## src/rtl/stepping_clock_bus_capture_unit_assert.svh

```systemverilog
// Assertion macros shared by the capture unit modules.
`ifndef STEPPING_CLOCK_BUS_CAPTURE_UNIT_ASSERT_SVH
`define STEPPING_CLOCK_BUS_CAPTURE_UNIT_ASSERT_SVH

// The consequent must hold in the same cycle as the antecedent.
`define SCBC_ASSERT_IMP(label, clk, rst, ante, cons) \
   label: assert property (@(posedge clk) disable iff (rst) (ante) |-> (cons)) \
      else $error("scbc assertion failed");

// The consequent must hold in the cycle after the antecedent.
`define SCBC_ASSERT_NXT(label, clk, rst, ante, cons) \
   label: assert property (@(posedge clk) disable iff (rst) (ante) |=> (cons)) \
      else $error("scbc assertion failed");

`endif

```

## src/rtl/scbc_pkg.sv

```systemverilog
package scbc_pkg;

   localparam int SPEED_ENTRIES = 12;
   localparam logic [3:0] SPEED_MAX = 4'(SPEED_ENTRIES - 1);
   localparam logic [8:0] SPEED_LIMIT = 9'(SPEED_ENTRIES);

   localparam logic [3:0] ACT_TICK      = 4'd0;
   localparam logic [3:0] ACT_SAMPLE    = 4'd1;
   localparam logic [3:0] ACT_TOGGLE    = 4'd2;
   localparam logic [3:0] ACT_SET_MODE  = 4'd3;
   localparam logic [3:0] ACT_FASTER    = 4'd4;
   localparam logic [3:0] ACT_SLOWER    = 4'd5;
   localparam logic [3:0] ACT_SET_SPEED = 4'd6;
   localparam logic [3:0] ACT_PULSE     = 4'd7;
   localparam logic [3:0] ACT_CLEAR     = 4'd8;
   localparam logic [3:0] ACT_STATUS    = 4'd9;

   localparam logic [2:0] KIND_TICK   = 3'd0;
   localparam logic [2:0] KIND_RECORD = 3'd1;
   localparam logic [2:0] KIND_ACK    = 3'd2;
   localparam logic [2:0] KIND_STATUS = 3'd3;
   localparam logic [2:0] KIND_NONE   = 3'd4;

   localparam logic [1:0] CODE_OK         = 2'd0;
   localparam logic [1:0] CODE_BAD_SPEED  = 2'd1;
   localparam logic [1:0] CODE_WRONG_MODE = 2'd2;

   localparam logic [9:0] ELAPSED_MAX = '1;

   typedef enum logic [3:0] {
      OP_TICK,
      OP_SAMPLE,
      OP_TOGGLE,
      OP_SET_MODE,
      OP_FASTER,
      OP_SLOWER,
      OP_SET_SPEED,
      OP_PULSE,
      OP_CLEAR,
      OP_STATUS,
      OP_NONE
   } op_type;

   typedef struct packed {
      op_type      op;
      logic [15:0] address;
      logic [7:0]  data;
      logic [7:0]  flags;
      logic        mode_valid;
      logic        mode_auto;
      logic        speed_ok;
      logic [3:0]  speed_arg;
   } entry_type;

   typedef struct packed {
      logic      valid;
      entry_type entry;
   } queue_out_type;

   function automatic logic [9:0] period_of(input logic [3:0] idx);
      logic [9:0] p;
      unique case (idx)
         4'd0:    p = 10'd0;
         4'd1:    p = 10'd1000;
         4'd2:    p = 10'd500;
         4'd3:    p = 10'd250;
         4'd4:    p = 10'd100;
         4'd5:    p = 10'd50;
         4'd6:    p = 10'd33;
         4'd7:    p = 10'd25;
         4'd8:    p = 10'd20;
         4'd9:    p = 10'd15;
         4'd10:   p = 10'd12;
         default: p = 10'd10;
      endcase
      return p;
   endfunction

endpackage

```

## src/rtl/scbc_front.sv

```systemverilog
module scbc_front (
   input  logic                  req_valid,
   output logic                  req_ready,
   input  logic [3:0]            req_action,
   input  logic [15:0]           req_bus_address,
   input  logic [7:0]            req_bus_data,
   input  logic [7:0]            req_bus_flags,
   input  logic [7:0]            req_argument,
   input  logic                  q_ready,
   output logic                  push,
   output scbc_pkg::entry_type   entry
);

   scbc_pkg::op_type op;

   always_comb begin
      unique case (req_action)
         scbc_pkg::ACT_TICK:      op = scbc_pkg::OP_TICK;
         scbc_pkg::ACT_SAMPLE:    op = scbc_pkg::OP_SAMPLE;
         scbc_pkg::ACT_TOGGLE:    op = scbc_pkg::OP_TOGGLE;
         scbc_pkg::ACT_SET_MODE:  op = scbc_pkg::OP_SET_MODE;
         scbc_pkg::ACT_FASTER:    op = scbc_pkg::OP_FASTER;
         scbc_pkg::ACT_SLOWER:    op = scbc_pkg::OP_SLOWER;
         scbc_pkg::ACT_SET_SPEED: op = scbc_pkg::OP_SET_SPEED;
         scbc_pkg::ACT_PULSE:     op = scbc_pkg::OP_PULSE;
         scbc_pkg::ACT_CLEAR:     op = scbc_pkg::OP_CLEAR;
         scbc_pkg::ACT_STATUS:    op = scbc_pkg::OP_STATUS;
         default:                 op = scbc_pkg::OP_NONE;
      endcase
   end

   // Arguments are checked here so that the back end only selects.
   always_comb begin
      entry.op         = op;
      entry.address    = req_bus_address;
      entry.data       = req_bus_data;
      entry.flags      = req_bus_flags;
      entry.mode_valid = (req_argument[7:1] == 7'd0);
      entry.mode_auto  = req_argument[0];
      entry.speed_ok   = ({1'b0, req_argument} < scbc_pkg::SPEED_LIMIT);
      entry.speed_arg  = req_argument[3:0];
   end

   assign req_ready = q_ready;
   assign push      = req_valid && q_ready;

endmodule

```

## src/rtl/scbc_queue.sv

```systemverilog
`include "stepping_clock_bus_capture_unit_assert.svh"

module scbc_queue (
   input  logic                    clock,
   input  logic                    reset,
   input  logic                    push,
   input  scbc_pkg::entry_type     push_entry,
   output logic                    q_ready,
   input  logic                    pop,
   output scbc_pkg::queue_out_type q_out
);

   scbc_pkg::entry_type slot_ff [2];
   logic       wr_ptr_ff, wr_ptr_in;
   logic       rd_ptr_ff, rd_ptr_in;
   logic [1:0] count_ff, count_in;

   always_comb begin
      wr_ptr_in = push ? !wr_ptr_ff : wr_ptr_ff;
      rd_ptr_in = pop ? !rd_ptr_ff : rd_ptr_ff;
      count_in  = count_ff + 2'(push) - 2'(pop);
   end

   always_ff @(posedge clock) begin
      if (reset) begin
         wr_ptr_ff <= 1'b0;
         rd_ptr_ff <= 1'b0;
         count_ff  <= 2'd0;
      end else begin
         wr_ptr_ff <= wr_ptr_in;
         rd_ptr_ff <= rd_ptr_in;
         count_ff  <= count_in;
      end
   end

   always_ff @(posedge clock) begin
      if (push) begin
         slot_ff[wr_ptr_ff] <= push_entry;
      end
   end

   assign q_ready     = (count_ff != 2'd2);
   assign q_out.valid = (count_ff != 2'd0);
   assign q_out.entry = slot_ff[rd_ptr_ff];

   `SCBC_ASSERT_IMP(a_count_range, clock, reset, 1'b1, count_ff <= 2'd2)
   `SCBC_ASSERT_IMP(a_pop_nonempty, clock, reset, pop, count_ff != 2'd0)
   `SCBC_ASSERT_IMP(a_ptr_gap, clock, reset, count_ff == 2'd1, wr_ptr_ff != rd_ptr_ff)

endmodule

```

## src/rtl/scbc_back.sv

```systemverilog
`include "stepping_clock_bus_capture_unit_assert.svh"

module scbc_back (
   input  logic                    clock,
   input  logic                    reset,
   input  scbc_pkg::queue_out_type q_out,
   output logic                    pop,
   output logic                    rsp_valid,
   input  logic                    rsp_ready,
   output logic [2:0]              rsp_kind,
   output logic                    rsp_clock_level,
   output logic [1:0]              rsp_result_code,
   output logic                    rsp_mode_now,
   output logic [3:0]              rsp_speed_now,
   output logic [31:0]             rsp_cycle_count,
   output logic [15:0]             rsp_rec_address,
   output logic [7:0]              rsp_rec_data,
   output logic [7:0]              rsp_rec_flags
);

   logic        auto_ff, auto_in;
   logic [3:0]  speed_ff, speed_in;
   logic [9:0]  elapsed_ff, elapsed_in;
   logic [31:0] counter_ff, counter_in;
   logic [15:0] prev_addr_ff, prev_addr_in;
   logic [15:0] prev_df_ff, prev_df_in;
   logic        clk_out_ff, clk_out_in;

   logic        valid_ff;
   logic [2:0]  kind_ff, kind_in;
   logic [1:0]  code_ff, code_in;
   logic [31:0] count_ff, count_in;
   logic [15:0] rec_addr_ff, rec_addr_in;
   logic [7:0]  rec_data_ff, rec_data_in;
   logic [7:0]  rec_flags_ff, rec_flags_in;

   scbc_pkg::entry_type e;
   logic [9:0]  period;
   logic [9:0]  elapsed_inc;
   logic [15:0] sample_df;
   logic        reset_low;
   logic        sample_new;

   assign e           = q_out.entry;
   assign pop         = q_out.valid && (!valid_ff || rsp_ready);
   assign period      = scbc_pkg::period_of(speed_ff);
   assign elapsed_inc = (elapsed_ff == scbc_pkg::ELAPSED_MAX) ? elapsed_ff
                                                              : elapsed_ff + 10'd1;
   assign sample_df   = {e.flags, e.data};
   assign reset_low   = !e.flags[3];
   assign sample_new  = auto_ff && ((e.address != prev_addr_ff) || (sample_df != prev_df_ff));

   always_comb begin
      auto_in      = auto_ff;
      speed_in     = speed_ff;
      elapsed_in   = elapsed_ff;
      counter_in   = counter_ff;
      prev_addr_in = prev_addr_ff;
      prev_df_in   = prev_df_ff;
      clk_out_in   = clk_out_ff;
      kind_in      = scbc_pkg::KIND_ACK;
      code_in      = scbc_pkg::CODE_OK;
      rec_addr_in  = 16'd0;
      rec_data_in  = 8'd0;
      rec_flags_in = 8'd0;
      count_in     = 32'd0;
      unique case (e.op)
         scbc_pkg::OP_TICK: begin
            kind_in    = scbc_pkg::KIND_TICK;
            elapsed_in = elapsed_inc;
            if (auto_ff && (period != 10'd0)) begin
               if (elapsed_inc < (period >> 1)) begin
                  clk_out_in = 1'b1;
               end else if (elapsed_inc < period) begin
                  clk_out_in = 1'b0;
               end else begin
                  elapsed_in = 10'd0;
                  counter_in = counter_ff + 32'd1;
               end
            end
         end
         scbc_pkg::OP_SAMPLE: begin
            kind_in = scbc_pkg::KIND_NONE;
            if (sample_new) begin
               prev_addr_in = e.address;
               prev_df_in   = sample_df;
               if (reset_low) begin
                  counter_in = 32'd0;
               end
               if (!e.flags[7]) begin
                  kind_in      = scbc_pkg::KIND_RECORD;
                  rec_addr_in  = e.address;
                  rec_data_in  = e.data;
                  rec_flags_in = e.flags;
               end
            end
         end
         scbc_pkg::OP_TOGGLE: begin
            auto_in = !auto_ff;
            if (auto_ff) begin
               speed_in = 4'd0;
            end
         end
         scbc_pkg::OP_SET_MODE: begin
            if (e.mode_valid) begin
               auto_in = e.mode_auto;
               if (!e.mode_auto) begin
                  speed_in = 4'd0;
               end
            end
         end
         scbc_pkg::OP_FASTER: begin
            if (speed_ff < scbc_pkg::SPEED_MAX) begin
               speed_in = speed_ff + 4'd1;
            end
         end
         scbc_pkg::OP_SLOWER: begin
            if (speed_ff != 4'd0) begin
               speed_in = speed_ff - 4'd1;
            end
         end
         scbc_pkg::OP_SET_SPEED: begin
            if (e.speed_ok) begin
               speed_in = e.speed_arg;
            end else begin
               code_in = scbc_pkg::CODE_BAD_SPEED;
            end
         end
         scbc_pkg::OP_PULSE: begin
            if (auto_ff) begin
               code_in = scbc_pkg::CODE_WRONG_MODE;
            end else begin
               kind_in      = scbc_pkg::KIND_RECORD;
               clk_out_in   = 1'b1;
               counter_in   = reset_low ? 32'd0 : counter_ff + 32'd1;
               rec_addr_in  = e.address;
               rec_data_in  = e.data;
               rec_flags_in = e.flags;
            end
         end
         scbc_pkg::OP_CLEAR: begin
            counter_in = 32'd0;
         end
         scbc_pkg::OP_STATUS: begin
            kind_in      = scbc_pkg::KIND_STATUS;
            rec_addr_in  = e.address;
            rec_data_in  = e.data;
            rec_flags_in = e.flags;
         end
         default: begin
            kind_in = scbc_pkg::KIND_NONE;
         end
      endcase
      // A pulse record reports the counter as it stood before the step.
      if ((e.op == scbc_pkg::OP_PULSE) && !auto_ff) begin
         count_in = counter_ff;
      end else begin
         count_in = counter_in;
      end
   end

   always_ff @(posedge clock) begin
      if (reset) begin
         auto_ff      <= 1'b1;
         speed_ff     <= 4'd1;
         elapsed_ff   <= 10'd0;
         counter_ff   <= 32'd0;
         prev_addr_ff <= 16'hFFFF;
         prev_df_ff   <= 16'hFFFF;
         clk_out_ff   <= 1'b1;
         valid_ff     <= 1'b0;
      end else begin
         if (pop) begin
            auto_ff      <= auto_in;
            speed_ff     <= speed_in;
            elapsed_ff   <= elapsed_in;
            counter_ff   <= counter_in;
            prev_addr_ff <= prev_addr_in;
            prev_df_ff   <= prev_df_in;
            clk_out_ff   <= clk_out_in;
         end
         if (pop) begin
            valid_ff <= 1'b1;
         end else if (rsp_ready) begin
            valid_ff <= 1'b0;
         end
      end
   end

   // The status fields of a result are the state just written, so they are
   // captured together with it.
   logic mode_out_ff;
   logic [3:0] speed_out_ff;
   logic clk_level_ff;

   always_ff @(posedge clock) begin
      if (pop) begin
         kind_ff      <= kind_in;
         code_ff      <= code_in;
         count_ff     <= count_in;
         rec_addr_ff  <= rec_addr_in;
         rec_data_ff  <= rec_data_in;
         rec_flags_ff <= rec_flags_in;
         mode_out_ff  <= auto_in;
         speed_out_ff <= speed_in;
         clk_level_ff <= clk_out_in;
      end
   end

   assign rsp_valid       = valid_ff;
   assign rsp_kind        = kind_ff;
   assign rsp_clock_level = clk_level_ff;
   assign rsp_result_code = code_ff;
   assign rsp_mode_now    = mode_out_ff;
   assign rsp_speed_now   = speed_out_ff;
   assign rsp_cycle_count = count_ff;
   assign rsp_rec_address = rec_addr_ff;
   assign rsp_rec_data    = rec_data_ff;
   assign rsp_rec_flags   = rec_flags_ff;

   `SCBC_ASSERT_IMP(a_speed_range, clock, reset, 1'b1, speed_ff <= scbc_pkg::SPEED_MAX)
   `SCBC_ASSERT_NXT(a_pop_gives_rsp, clock, reset, pop, valid_ff)
   `SCBC_ASSERT_IMP(a_pop_room, clock, reset, pop, !valid_ff || rsp_ready)

endmodule

```

## src/rtl/stepping_clock_bus_capture_unit.sv

```systemverilog
// Channel   | Direction | Handshake          | Payload
// req_      | in        | req_valid/ready    | action, bus_address, bus_data, bus_flags, argument
// rsp_      | out       | rsp_valid/ready    | kind, clock_level, result_code, mode_now,
//           |           |                    | speed_now, cycle_count, rec_address/data/flags
//
// Every item gives exactly one result; one item is taken per cycle when the result side
// keeps up; rsp_valid rises once the item has gone through a queue slot and the result
// register. The back end updates all state as it pops each item from the queue.
// A two-entry queue between the decoder and the back end, and the result register,
// let the request side keep transferring while a result waits to be taken.
// Reset is synchronous and active high; it empties the queue and restores the clock state.
module stepping_clock_bus_capture_unit (
   input  logic        clock,
   input  logic        reset,
   input  logic        req_valid,
   output logic        req_ready,
   input  logic [3:0]  req_action,
   input  logic [15:0] req_bus_address,
   input  logic [7:0]  req_bus_data,
   input  logic [7:0]  req_bus_flags,
   input  logic [7:0]  req_argument,
   output logic        rsp_valid,
   input  logic        rsp_ready,
   output logic [2:0]  rsp_kind,
   output logic        rsp_clock_level,
   output logic [1:0]  rsp_result_code,
   output logic        rsp_mode_now,
   output logic [3:0]  rsp_speed_now,
   output logic [31:0] rsp_cycle_count,
   output logic [15:0] rsp_rec_address,
   output logic [7:0]  rsp_rec_data,
   output logic [7:0]  rsp_rec_flags
);

   logic                    q_ready;
   logic                    push;
   logic                    pop;
   scbc_pkg::entry_type     entry;
   scbc_pkg::queue_out_type q_out;

   scbc_front u_front (
      .req_valid       (req_valid),
      .req_ready       (req_ready),
      .req_action      (req_action),
      .req_bus_address (req_bus_address),
      .req_bus_data    (req_bus_data),
      .req_bus_flags   (req_bus_flags),
      .req_argument    (req_argument),
      .q_ready         (q_ready),
      .push            (push),
      .entry           (entry)
   );

   scbc_queue u_queue (
      .clock      (clock),
      .reset      (reset),
      .push       (push),
      .push_entry (entry),
      .q_ready    (q_ready),
      .pop        (pop),
      .q_out      (q_out)
   );

   scbc_back u_back (
      .clock           (clock),
      .reset           (reset),
      .q_out           (q_out),
      .pop             (pop),
      .rsp_valid       (rsp_valid),
      .rsp_ready       (rsp_ready),
      .rsp_kind        (rsp_kind),
      .rsp_clock_level (rsp_clock_level),
      .rsp_result_code (rsp_result_code),
      .rsp_mode_now    (rsp_mode_now),
      .rsp_speed_now   (rsp_speed_now),
      .rsp_cycle_count (rsp_cycle_count),
      .rsp_rec_address (rsp_rec_address),
      .rsp_rec_data    (rsp_rec_data),
      .rsp_rec_flags   (rsp_rec_flags)
   );

endmodule
```

## config.mk

```make
export PLATFORM = sky130hd
export DESIGN_NAME = stepping_clock_bus_capture_unit
export DESIGN_NICKNAME = d
export VERILOG_FILES = /design/src/rtl/scbc_pkg.sv /design/src/rtl/scbc_front.sv /design/src/rtl/scbc_queue.sv /design/src/rtl/scbc_back.sv /design/src/rtl/stepping_clock_bus_capture_unit.sv
export VERILOG_INCLUDE_DIRS = /design/src /design/src/rtl
export SDC_FILE = /design/constraint.sdc
export NUM_CORES = 1
export LEC_CHECK = 0
export BUFFER_PORTS_ARGS = -buffer_cell sky130_fd_sc_hd__buf_2
export CORE_MARGIN = 1
export CORE_UTILIZATION = 60
export CTS_BUF_LIST = sky130_fd_sc_hd__clkbuf_4
export DETAILED_ROUTE_END_ITERATION = 16
export PLACE_DENSITY = 0.88
export SKIP_LAST_GASP = 1
export SYNTH_ARGS = -nofsm -noshare
export SYNTH_HDL_FRONTEND = slang
export SYNTH_SLANG_ARGS = --single-unit
```

## constraint.sdc

```tcl
create_clock -name clock -period 5.52 [get_ports clock]
set_input_delay 0.276 -clock clock [delete_from_list [all_inputs] [get_ports clock]]
set_output_delay 0.276 -clock clock [all_outputs]
set_load 0.01 [all_outputs]
```

# Word-level counts from Yosys, hierarchy flattened
# Memories as Yosys holds them, arrays and structs flattened. A register that Yosys moved wholly into a read port is not among the register bits.
# Cells that the tools add are included.
# W data, S select, Z words.
[totals]
rom_bits = 224
out_inout_bits = 77
wordCells = 120
reg_bits = 160
latchBits = 0
ramBits = 86
input_bits = 48
memories = 3
[classes]
n_reduce_logical = 20
eq_ne = 13
muxes = 54
order_cmp = 4
n_div = 0
shift = 0
n_mul = 0
bitwise = 0
addsub = 6
[memory_table]
columns = ["memory", "depth", "width", "read_ports", "rd_clocked_by_memory_dff", "wr", "line", "source"]
rows = [
  ["(no name shown)", 16, 10, 1, 1, 0, "scbc_pkg.sv:62", "unique case (idx)"],
  ["u_queue.slot_ff", 2, 43, 1, 1, 1, "scbc_queue.sv:13", "scbc_pkg::entry_type slot_ff [2];"],
  ["(no name shown)", 16, 4, 1, 0, 0, "scbc_front.sv:17", "unique case (req_action)"],
]
[op_table]
columns = ["op", "n"]
rows = [
  ["$mux W32", 8],
  ["$pmux W32 S4", 1],
  ["$mux W16", 3],
  ["$pmux W16 S3", 1],
  ["$pmux W8 S3", 2],
  ["$mux W10", 4],
  ["$mux W8", 5],
  ["$add A32 B1 Y32 const B", 1],
  ["$mux W4", 8],
  ["$ne A16 B16 Y1", 2],
  ["$pmux W4 S5", 1],
  ["$eq A4 B3 Y1 const B", 4],
  ["$pmux W3 S5", 1],
  ["$mux W1", 12],
  ["$add A10 B1 Y10 const B", 1],
  ["$eq A10 B10 Y1 const B", 1],
  ["$lt A10 B10 Y1", 1],
  ["$lt A10 B9 Y1", 1],
  ["$reduce_bool A10 Y1", 1],
  ["$eq A4 B2 Y1 const B", 2],
  ["$eq A4 B4 Y1 const B", 2],
  ["$lt A8 B4 Y1 const B", 1],
  ["$logic_not A7 Y1", 1],
  ["$mux W7", 1],
  ["20 further kinds", 32],
]

# Logic depth before layout (Yosys ltp)
[depth]
ltp_word = 8
depth_mapped = 17
depth_no_buf = 14

# Hierarchy
# From an unflattened synthesis, not the netlist that was laid out.
[hier_totals]
cells_unflattened = 1211
area_unflattened_um2 = 12949.9
[modules_own_cells]
columns = ["mod", "n_inst", "seq_area_each_um2", "cells_per_inst", "area_per_inst_um2"]
rows = [
  ["scbc_back", 1, 4073.9, 1009, 9072.5],
  ["scbc_queue", 1, 2682.6, 155, 3524.6],
  ["scbc_front", 1, 0.0, 47, 352.8],
]

# Worst setup path after synthesis
# OpenSTA, ideal clock, no wires.
[synth_timing]
kind = "register to register"
from = "reg u_back.valid_ff, in the netlist u_back.rsp_valid"
to = "reg u_queue.count_ff[1]"
arrival_time_ps = 4338
required_time_ps = 5392
setup_time_ps = 128
path_buffers = 2
path_slack_ps = 1054
period_less_slack_ps = 4466
path_stages_with_launch = 12
cell_sequence = "dfxtp_1 -> nand2b_1 -> o21ai_1 -> inv_1 -> clkbuf_1 -> clkbuf_1 -> ha_1 -> inv_1 -> ha_1 -> xor2_1 -> xnor2_1 -> nor2_1"
[synth_between]
elab_chain_cells = 4
[synth_lines]
columns = ["element", "line", "source"]
rows = [
  ["start: declaration", "scbc_back.sv:29", "logic valid_ff;"],
  ["start signal: assignment", "scbc_back.sv:171", "valid_ff <= 1'b0;"],
  ["start signal: assignment", "scbc_back.sv:183", "valid_ff <= 1'b1;"],
  ["start signal: assignment", "scbc_back.sv:185", "valid_ff <= 1'b0;"],
  ["$logic_not A1 Y1", "scbc_back.sv:45", "assign pop = q_out.valid && (!valid_ff || rsp_ready);"],
  ["$logic_or A1 B1 Y1", "scbc_back.sv:45", ""],
  ["$logic_and A1 B1 Y1", "scbc_back.sv:45", ""],
  ["via pop", "stepping_clock_bus_capture_unit.sv:37", "logic pop;"],
  ["$sub A2 B1 Y2", "scbc_queue.sv:21", "count_in = count_ff + 2'(push) - 2'(pop);"],
  ["end signal: assignment", "scbc_queue.sv:32", "count_ff <= count_in;"],
  ["end: declaration", "scbc_queue.sv:16", "logic [1:0] count_ff, count_in;"],
]
# The timed path passes the listed nets, and every way through them passes these cells.
# A chain may end at the register's enable or synchronous reset.

# Worst setup path in the final report
[layout_timing]
from = "reg u_back.elapsed_ff[0]"
to = "reg u_back.count_ff[30], in the netlist u_back.rsp_cycle_count[30], data pin"
[layout_between]
elab_chain_cells = 8
word_cells_on_any_way = 10
cone_classes = "1 x add/sub; 2 x order compare; 1 x eq/ne; 6 x mux"
[layout_lines]
columns = ["element", "line", "source"]
rows = [
  ["start: declaration", "scbc_back.sv:23", "logic [9:0] elapsed_ff, elapsed_in;"],
  ["start signal: assignment", "scbc_back.sv:176", "elapsed_ff <= elapsed_in;"],
  ["$add A10 B1 Y10 or $eq A10 B10 Y1 (tied branches)", "scbc_back.sv:48, scbc_back.sv:47", ""],
  ["$mux W10 *", "scbc_back.sv:47", "assign elapsed_inc = (elapsed_ff == scbc_pkg::ELAPSED_MAX) ? elapsed_ff"],
  ["$lt A10 B10 Y1", "scbc_back.sv:74", "end else if (elapsed_inc < period) begin"],
  ["$mux W32", "scbc_back.sv:74", ""],
  ["$mux W32 *", "scbc_back.sv:72", "if (elapsed_inc < (period >> 1)) begin"],
  ["$mux W32 *", "scbc_back.sv:71", "if (auto_ff && (period != 10'd0)) begin"],
  ["$pmux W32 S4 *", "scbc_back.sv:67", "unique case (e.op)"],
  ["$mux W32 *", "scbc_back.sv:155", "if ((e.op == scbc_pkg::OP_PULSE) && !auto_ff) begin"],
  ["via u_back.count_in[30]", "scbc_back.sv:32", "logic [31:0] count_ff, count_in;"],
  ["end signal: assignment", "scbc_back.sv:200", "count_ff <= count_in;"],
  ["end: declaration", "scbc_back.sv:32", ""],
]
# The timed path passes the listed nets; every way through them passes the cells marked *.

==> flow_summary.json <==
{
  "status": "finished clean",
  "multi_input_area_um2": 5280,
  "wl_per_cell_um": 19.7,
  "period_share_pct": 78.3,
  "post_cts_buffers": 0,
  "drtAntennaViolNets": 0,
  "required_ns": 6.08,
  "h-tree-depth": 2,
  "finalWirelength_mm": 32.4,
  "synthCells": 1139,
  "clock_latency_ns": 0.77,
  "layout-drive-gt1-share_pct": 21.6,
  "die-area_um2": 21400,
  "regArea_um2": 6700,
  "root_buffer": "clkbuf_4",
  "synth-main-ff-cell": "edfxtp_1",
  "p_sw_share_pct": 36.3,
  "clk_pin_slew_worst_paths_ns": 0.07,
  "numCtsBuffers": 61,
  "ys_types": 86,
  "core_area_um2": 20300,
  "first_iter_violations": 1200,
  "final_hold_viol_count": 0,
  "dp.cells": 1483,
  "synth-edff-count": 159,
  "grtUsageTotal_pct": 30.0,
  "utilization_pct": 71.6,
  "drt_first_pass_iters": 5,
  "via_count": 10300,
  "clockBufferDepth": 3,
  "cts_tree": "yes",
  "initial_core_util_pct": 61.6,
  "relSlewSlack_pct": 18.1,
  "r2r-start": "u_back.elapsed_ff[0]",
  "netlist_area_um2": 12500,
  "synthToLayoutAreaGrowth_pct": 16.4,
  "cp-start-kind": "flip-flop",
  "syn-num-nets": 1216,
  "p_sw_w": 0.00224,
  "fmax_mhz": 231,
  "stdcell_count": 1645,
  "cts_sinks": 255,
  "p_per_area_nw_per_um2": 424,
  "cp.arrival_ns": 4.88,
  "avgSynthCellArea_um2": 11.0,
  "yosysWarningCount": 0,
  "reg2reg_slack_ns": 1.20,
  "clkPwrFrac_pct": 25.7,
  "async_flop_share_pct": 0,
  "cts_resized": 0,
  "min_to": "u_queue.rd_ptr_ff",
  "finalWorstSetupSlack_ns": 1.20,
  "grt_pass1_vias": 10000,
  "end_kind": "flip-flop",
  "path_class": "flip-flop to flip-flop",
  "synth-seq-cells": 255,
  "p_comb_share_pct": 30.7,
  "num-fill-cells": 1386,
  "grt_max_degree": 63,
  "period_minus_slack_ns": 4.32,
  "hp-class": "input port to flip-flop",
  "max-vdd-ir-drop_mv": 0.281,
  "leakage_nw": 5.40,
  "tightest_slew_ns": 1.23,
  "place_hpwl_mm": 19.1,
  "gp_congestion": 0.950,
  "seq_power_share_pct": 43.6,
  "power_w": 0.00616,
  "rsz0062_at_grt": "false",
  "die_w_um": 146,
  "internal-power_w": 0.00392,
  "yosysSeqAreaShare_pct": 53.6,
  "timing.rr.end": "u_back.rsp_cycle_count[30]",
  "ios": 125,
  "drv_cap": 0,
  "path_max_fanout": 12,
  "whs_path_depth": 2,
  "avgViaCountPerCell": 6.27,
  "setup_viol": 0,
  "rows": 52,
  "drc": 0,
  "tns_ns": 0,
  "antenna_found_initial": 1,
  "finalNetCount": 1398,
  "die_y_um": 146,
  "hold_buffers": 45,
  "grt_pass1_wl_mm": 51.3,
  "fin_skew_ns": 0.0773,
  "r2r_cells": 14,
  "hold_path.startpoint": "reset",
  "overflow": 0,
  "pre_cts_ws_ns": 1.27,
  "io_buffers": 124,
  "slew_violations": 0
}
[cell usage in the layout (no fill, tap or decap), types with 5 or more instances in the layout]
cell type      synthesis  routed
clkbuf_4               0      95
buf_4                  2      14
ha_1                  29      29
o21a_1                 9       9
nand3_1               31      31
clkinv_1               0      14
nor2b_1                5       5
mux2_2                 6       6
nand4_1               14      14
nor2_1                84      83
nor4_1                19      19
o211ai_1              60      60
o22ai_1               10      10
xnor2_1               38      38
buf_2                 19     124
o31ai_4               10      10
a31oi_1               27      27
a211oi_1               9       7
and3_1                17      16
nor3b_1                5       5
nand2_1               65      65
nand2b_1               7       7
mux2i_2                7       7
o31ai_1               18      18
nor3_1                28      28
edfxtp_1             159     159
inv_1                 58      57
a21o_1                 5       5
mux2i_1               34      34
dlygate4sd3_1          0      45
o32ai_1                6       6
and2_1                11      11
o21ai_0               61      61
a21oi_1               63      63
dfxtp_1               96      95
[per-layer routing]
layer  track usage [%]  up-vias  wire [um]
li1                  -     4697          -
met1              37.5     4949      12800
met2              50.2      581      15900
met3              5.72       93       2640
met4              14.4        0       1150
met5                 0        -          0
[cell families (layout without fill, tap and decap cells)]
| logic type | Yosys count | count (layout) | synth area share, % |
|---|---|---|---|
| other | 0 | 1 | 0 |
| XOR/XNOR | 42 | 42 | 2.94 |
| AO/OA/AOI/OAI | 316 | 316 | 18.1 |
| buffers and inverters | 123 | 358 | 4.52 |
| multiplexers | 49 | 49 | 4.34 |
| adder cells (fa/ha/maj) | 29 | 29 | 2.90 |
| flip-flops | 255 | 255 | 53.6 |
| AND/OR/NAND/NOR | 325 | 325 | 13.6 |
[worst max path at each step]
| stage | end | cells after the start | from |
|---|---|---|---|
| global route | u_back.counter_ff[18] | 15 | u_back.elapsed_ff[0] |
| floorplan | u_queue.count_ff[1] | 11 | u_back.rsp_valid |
| global placement | u_back.counter_ff[18] | 15 | u_back.elapsed_ff[0] |
| detailed placement | u_back.rsp_cycle_count[30] | 14 | u_back.elapsed_ff[0] |
| CTS | u_back.counter_ff[18] | 15 | u_back.elapsed_ff[0] |
| finish | u_back.rsp_cycle_count[30] | 14 | u_back.elapsed_ff[0] |
[cell type report]
cell class / count / area share [%]
tap: 270 / 2.32
sequential: 255 / 46.1
inverter: 59 / 1.54
clock buffer: 95 / 4.90
antenna: 1 / 0.0172
multi-input combinational: 761 / 36.3
timing repair buffer: 183 / 8.09
clock inverter: 21 / 0.749
[flip-flops by register name, indices dropped and copies added (netlist names), 8 cells and up, named ones only]
signal and cells:
u_back.period 10, u_queue.slot_ff 84, u_back.elapsed_ff 10, u_back.prev_addr_ff 16, u_back.rsp_cycle_count 32, u_back.counter_ff 32
u_back.rsp_rec_address 16, u_back.prev_df_ff 16, u_back.rsp_rec_flags 8, u_back.rsp_rec_data 8
[critical path: stages (launching register included)]
cell and delay (ns):
dfxtp_1 0.37, ha_1 0.25, and3_1 0.22, and3_1 0.26, nor2b_1 0.36, nand2_1 0.12, xnor2_1 0.19, ha_1 0.31
nand4_1 0.12, nor4_1 0.30, o211ai_1 0.18, a21oi_1 0.40, nand3_1 0.58, o21a_1 0.38, a31oi_1 0.13
[Yosys cell counts (14+ instances only)]
cell type / number / area (um^2)
a21oi_1: 63 / 315
a31oi_1: 27 / 169
and3_1: 17 / 106
buf_2: 19 / 95.1
clkbuf_1: 29 / 109
dfxtp_1: 96 / 1920
edfxtp_1: 159 / 4770
ha_1: 29 / 363
inv_1: 58 / 218
mux2i_1: 34 / 340
nand2_1: 65 / 244
nand3_1: 31 / 155
nand4_1: 14 / 87.6
nor2_1: 84 / 315
nor3_1: 28 / 140
nor4_1: 19 / 119
o211ai_1: 60 / 450
o21ai_0: 61 / 305
o31ai_1: 18 / 135
xnor2_1: 38 / 333
[power by group through the flow]
stage	Clock [W]	Combinational, W	Sequential [W]
final	0.00159	0.00189	0.00269
after global routing	0.00171	0.00202	0.00271
after CTS	0.00160	0.00184	0.00268
after detailed placement	0	0.00181	0.00271
after global placement	0	0.00176	0.00270
after floorplan	0	0.00114	0.00280
[through the flow]
| step | hold WS, ns | instance area, um^2 |
|---|---|---|
| 2_1_floorplan | 0.375 | 12500 |
| 3_3_place_gp | 0.465 | 13300 |
| 3_5_place_dp | 0.467 | 13300 |
| 4_1_cts | 0.0814 | 14500 |
| 5_1_grt | 0.116 | 14500 |
| 6_report | 0.135 | 14500 |
Note: power is estimated with default switching activity, not from simulation.
